### src/rtl/ilc_pkg.sv
// ilc_pkg: shared types for the indexed list with capacity
// command and status codes, and the per-cell update selector
// no dependencies
package ilc_pkg;

  typedef enum logic [1:0] {
    CMD_INSERT = 2'd0,
    CMD_REMOVE = 2'd1,
    CMD_GET    = 2'd2,
    CMD_SET    = 2'd3
  } cmd_e;

  typedef enum logic [1:0] {
    ST_OK    = 2'd0,
    ST_RANGE = 2'd1,
    ST_FULL  = 2'd2,
    ST_EMPTY = 2'd3
  } status_e;

  typedef enum logic [1:0] {
    CELL_HOLD      = 2'd0,
    CELL_LOAD      = 2'd1,
    CELL_FROM_LOW  = 2'd2,
    CELL_FROM_HIGH = 2'd3
  } cell_op_e;

endpackage

### src/rtl/ilc_cell.sv
// ilc_cell: one list slot, holding a single word
// takes a new word, the word of its lower or upper neighbour, or holds
// depends on ilc_pkg
module ilc_cell
  import ilc_pkg::*;
#(
  parameter int WORD_WIDTH = 32
) (
  input  logic                  clk_i,
  input  cell_op_e              op_i,
  input  logic [WORD_WIDTH-1:0] load_word_i,
  input  logic [WORD_WIDTH-1:0] low_word_i,
  input  logic [WORD_WIDTH-1:0] high_word_i,
  output logic [WORD_WIDTH-1:0] word_o
);

  logic [WORD_WIDTH-1:0] word_q, word_d;

  always_comb begin
    case (op_i)
      CELL_LOAD:      word_d = load_word_i;
      CELL_FROM_LOW:  word_d = low_word_i;
      CELL_FROM_HIGH: word_d = high_word_i;
      default:        word_d = word_q;
    endcase
  end

  always_ff @(posedge clk_i) begin
    word_q <= word_d;
  end

  assign word_o = word_q;

endmodule

### config.mk
export PLATFORM = sky130hd
export DESIGN_NAME = ilc_cell
export DESIGN_NICKNAME = d
export VERILOG_FILES = /design/src/rtl/ilc_pkg.sv /design/src/rtl/ilc_cell.sv
export SDC_FILE = /design/constraint.sdc
export NUM_CORES = 1
export LEC_CHECK = 0
export BUFFER_PORTS_ARGS = -buffer_cell sky130_fd_sc_hd__buf_2
export CAP_MARGIN = 20
export CORE_MARGIN = 5
export CORE_UTILIZATION = 35
export DETAILED_ROUTE_END_ITERATION = 16
export PLACE_DENSITY = 0.72
export SLEW_MARGIN = 15
export SYNTH_ARGS = -nofsm -noshare
export SYNTH_HDL_FRONTEND = slang
export SYNTH_SLANG_ARGS = --single-unit
### constraint.sdc
create_clock -name clk_i -period 2.95 [get_ports clk_i]
set_input_delay 0.295 -clock clk_i [delete_from_list [all_inputs] [get_ports clk_i]]
set_output_delay 0.295 -clock clk_i [all_outputs]
set_load 0.05 [all_outputs]
==> metrics.yaml <==
synthesis:
  synth_async_sr_flop_share_pct: 0
  syn_area_um2: 1670
  yosysUniqueCellTypes: 10
  yosysSeqAreaShare_pct: 57.4
  ys_top_cells_by_count: "32 x a21oi_1, 32 x edfxtp_1, 32 x mux2i_1, 32 x nor2_1"
  syn-num-nets: 239
  synth_warnings: 0
  synth_area_leader_cell: "edfxtp_1"
  synth_ff_type: "edfxtp_1"
  avgSynthCellArea_um2: 11.9
  ys_ff_latch: 32
  yosys-top-cells-area: "edfxtp_1 57%, mux2i_1 19%, a21oi_1 9.6%"
  synthCells: 140
  synth_edf_count: 32
  yosysTopAreaCellShare_pct: 57.4
setup_path:
  critPathKind: "primary input to flip-flop"
  path_max_fanout: 32
  critPathRequiredTime_ns: 2.86
  cp.arrival_ns: 1.40
  cp_cell_sequence: "buf_2 > or2_2"
  cp.buffers_inverters: 1
  cp_top_family: "simple AND/OR/NAND/NOR gates"
  endpoint_kind: "flip-flop"
  cpPeakStageDelay_ns: 0.69
  startpoint_type: "primary input"
  crit_slowest_cell: "or2_2"
floorplan:
  io_pins: 131
  dieHeight_um: 79.1
  num_rows: 25
  dieArea_um2: 6260
  die_w_um: 79.1
  core_um2: 4690
  initial_utilization_pct: 35.7
sta:
  min_period_over_period_pct: 50.7
  tns_ns: 0
  slew_headroom_pct: 50.8
  finalCriticalPeriod_ns: 1.50
  setup_viol: 0
  rsz0062_at_grt: "false"
  worst_slew_pin_slew_ns: 0.738
  fmax_ghz: 0.668
  drv_slew: 0
  hold_viol: 0
placement:
  gp_congestion: 0.763
  dp_cells: 315
  portBuffers: 130
job:
  maxCapViolCount: 0
power_and_ir_drop:
  p_sw_share_pct: 34.3
  power.leakage_nw: 1.18
  p_comb_share_pct: 31.0
  switchingPower_mw: 0.441
  p_per_area_nw_per_um2: 540
  vdd_drop_max_mv: 0.238
  p_int_mw: 0.845
  p_clk_share_pct: 24.3
  seq_power_share_pct: 44.7
cts:
  clockBufferDepth: 2
  cts_setup_buffers: 0
  hold_buffers: 0
  clk_pin_slew_ns: 0.07
  cts_resized: 0
  cts_buffers: 5
  cts-root-buf: "clkbuf_8"
  cts_tree: "yes"
  clkSinkCount: 32
  htreeDepth: 2
detailed_routing:
  vias: 1512
  first_pass_iters: 3
  vias_per_cell: 4.68
  ant_nets: 0
  drc: 0
  routedWlPerCell_um: 13.7
  wl_mm: 4.44
  drt_iter0_drc: 50
global_routing:
  grt_use_total_pct: 13.7
  antenna_found_initial: 0
  gr-total-overflow: 0
  grt_pass1_vias: 1568
  grt_max_degree: 65
  grt_pass1_wl_mm: 6.66
finish:
  drive_above_1_share_pct: 51.3
  antennaDiodeCount: 0
  area_growth_pct: 42.3
  nets: 367
  layoutNonFillerInstCount: 323
  largest_reg_flops: 32
worst_hold_path:
  worstHoldPathType: "primary input to flip-flop"
run_status:
  status: "finished clean"
[cell usage in the layout, fill, tap and decap left out, drive strengths merged]
cell type	count
clkbuf	7
nor2	32
edfxtp	32
mux2i	32
or2	1
clkinv	1
buf	132
a21oi	32
[cells by family (layout without fill, tap and decap cells)]
kind of cell	count (synthesis)	after routing	synth area share (%)
muxes	32	32	19.1
buffers and inverters	11	140	6.28
and+or+nand+nor	33	33	7.55
AOI/OAI and AO/OA	32	32	9.57
DFF	32	32	57.4
[area by class of cell]
cell class | count | area [um^2]
Clock buffer | 7 | 76.3
Sequential cell | 32 | 961
Fill cell | 441 | 2310
Multi-Input combinational cell | 97 | 607
Tap cell | 54 | 67.6
Clock inverter | 1 | 3.75
Timing Repair Buffer | 132 | 666
[power by group through the flow]
stage | logic [mW] | clock network (mW) | registers, mW
final | 0.399 | 0.312 | 0.575
after global routing | 0.422 | 0.345 | 0.580
after CTS | 0.402 | 0.325 | 0.576
after detailed placement | 0.402 | 0 | 0.585
after global placement | 0.395 | 0 | 0.583
after floorplan | 0.0915 | 0 | 0.778
[worst paths after layout]
check	startpoint	to	slack, ns	cells past startpoint
worst min-delay path	load_word_i[24]	word_o[24]$_DFFE_PP_	0.34	3
worst max-delay path	op_i[0]	word_o[5]$_DFFE_PP_	1.45	2
[layer usage]
| layer | GRT usage (%) | routed length (um) | vias to the layer above | part of all wire [%] |
|---|---|---|---|---|
| met1 | 13.9 | 1630 | 666 | 37 |
| met5 | 0 | 0 | - | 0 |
| met4 | 7.22 | 85 | 0 | 1.9 |
| li1 | - | - | 766 | - |
| met2 | 25.6 | 2330 | 72 | 52 |
| met3 | 3.40 | 398 | 8 | 9.0 |
[through the flow]
step | setup WS (ns) | cell area, um^2 | utilization [%] | hold WS (ns) | power [mW]
6_report | 1.45 | 2380 | 50.7 | 0.342 | 1.29
4_1_cts | 1.43 | 2380 | 50.7 | 0.327 | 1.30
3_3_place_gp | 1.17 | 2300 | 49.0 | 0.616 | 0.979
2_1_floorplan | 1.54 | 1670 | - | 0.525 | 0.869
5_1_grt | 1.36 | 2380 | 50.7 | 0.329 | 1.35
3_5_place_dp | 1.13 | 2300 | 49.0 | 0.625 | 0.987
Note: power is estimated with default switching activity, not from simulation.
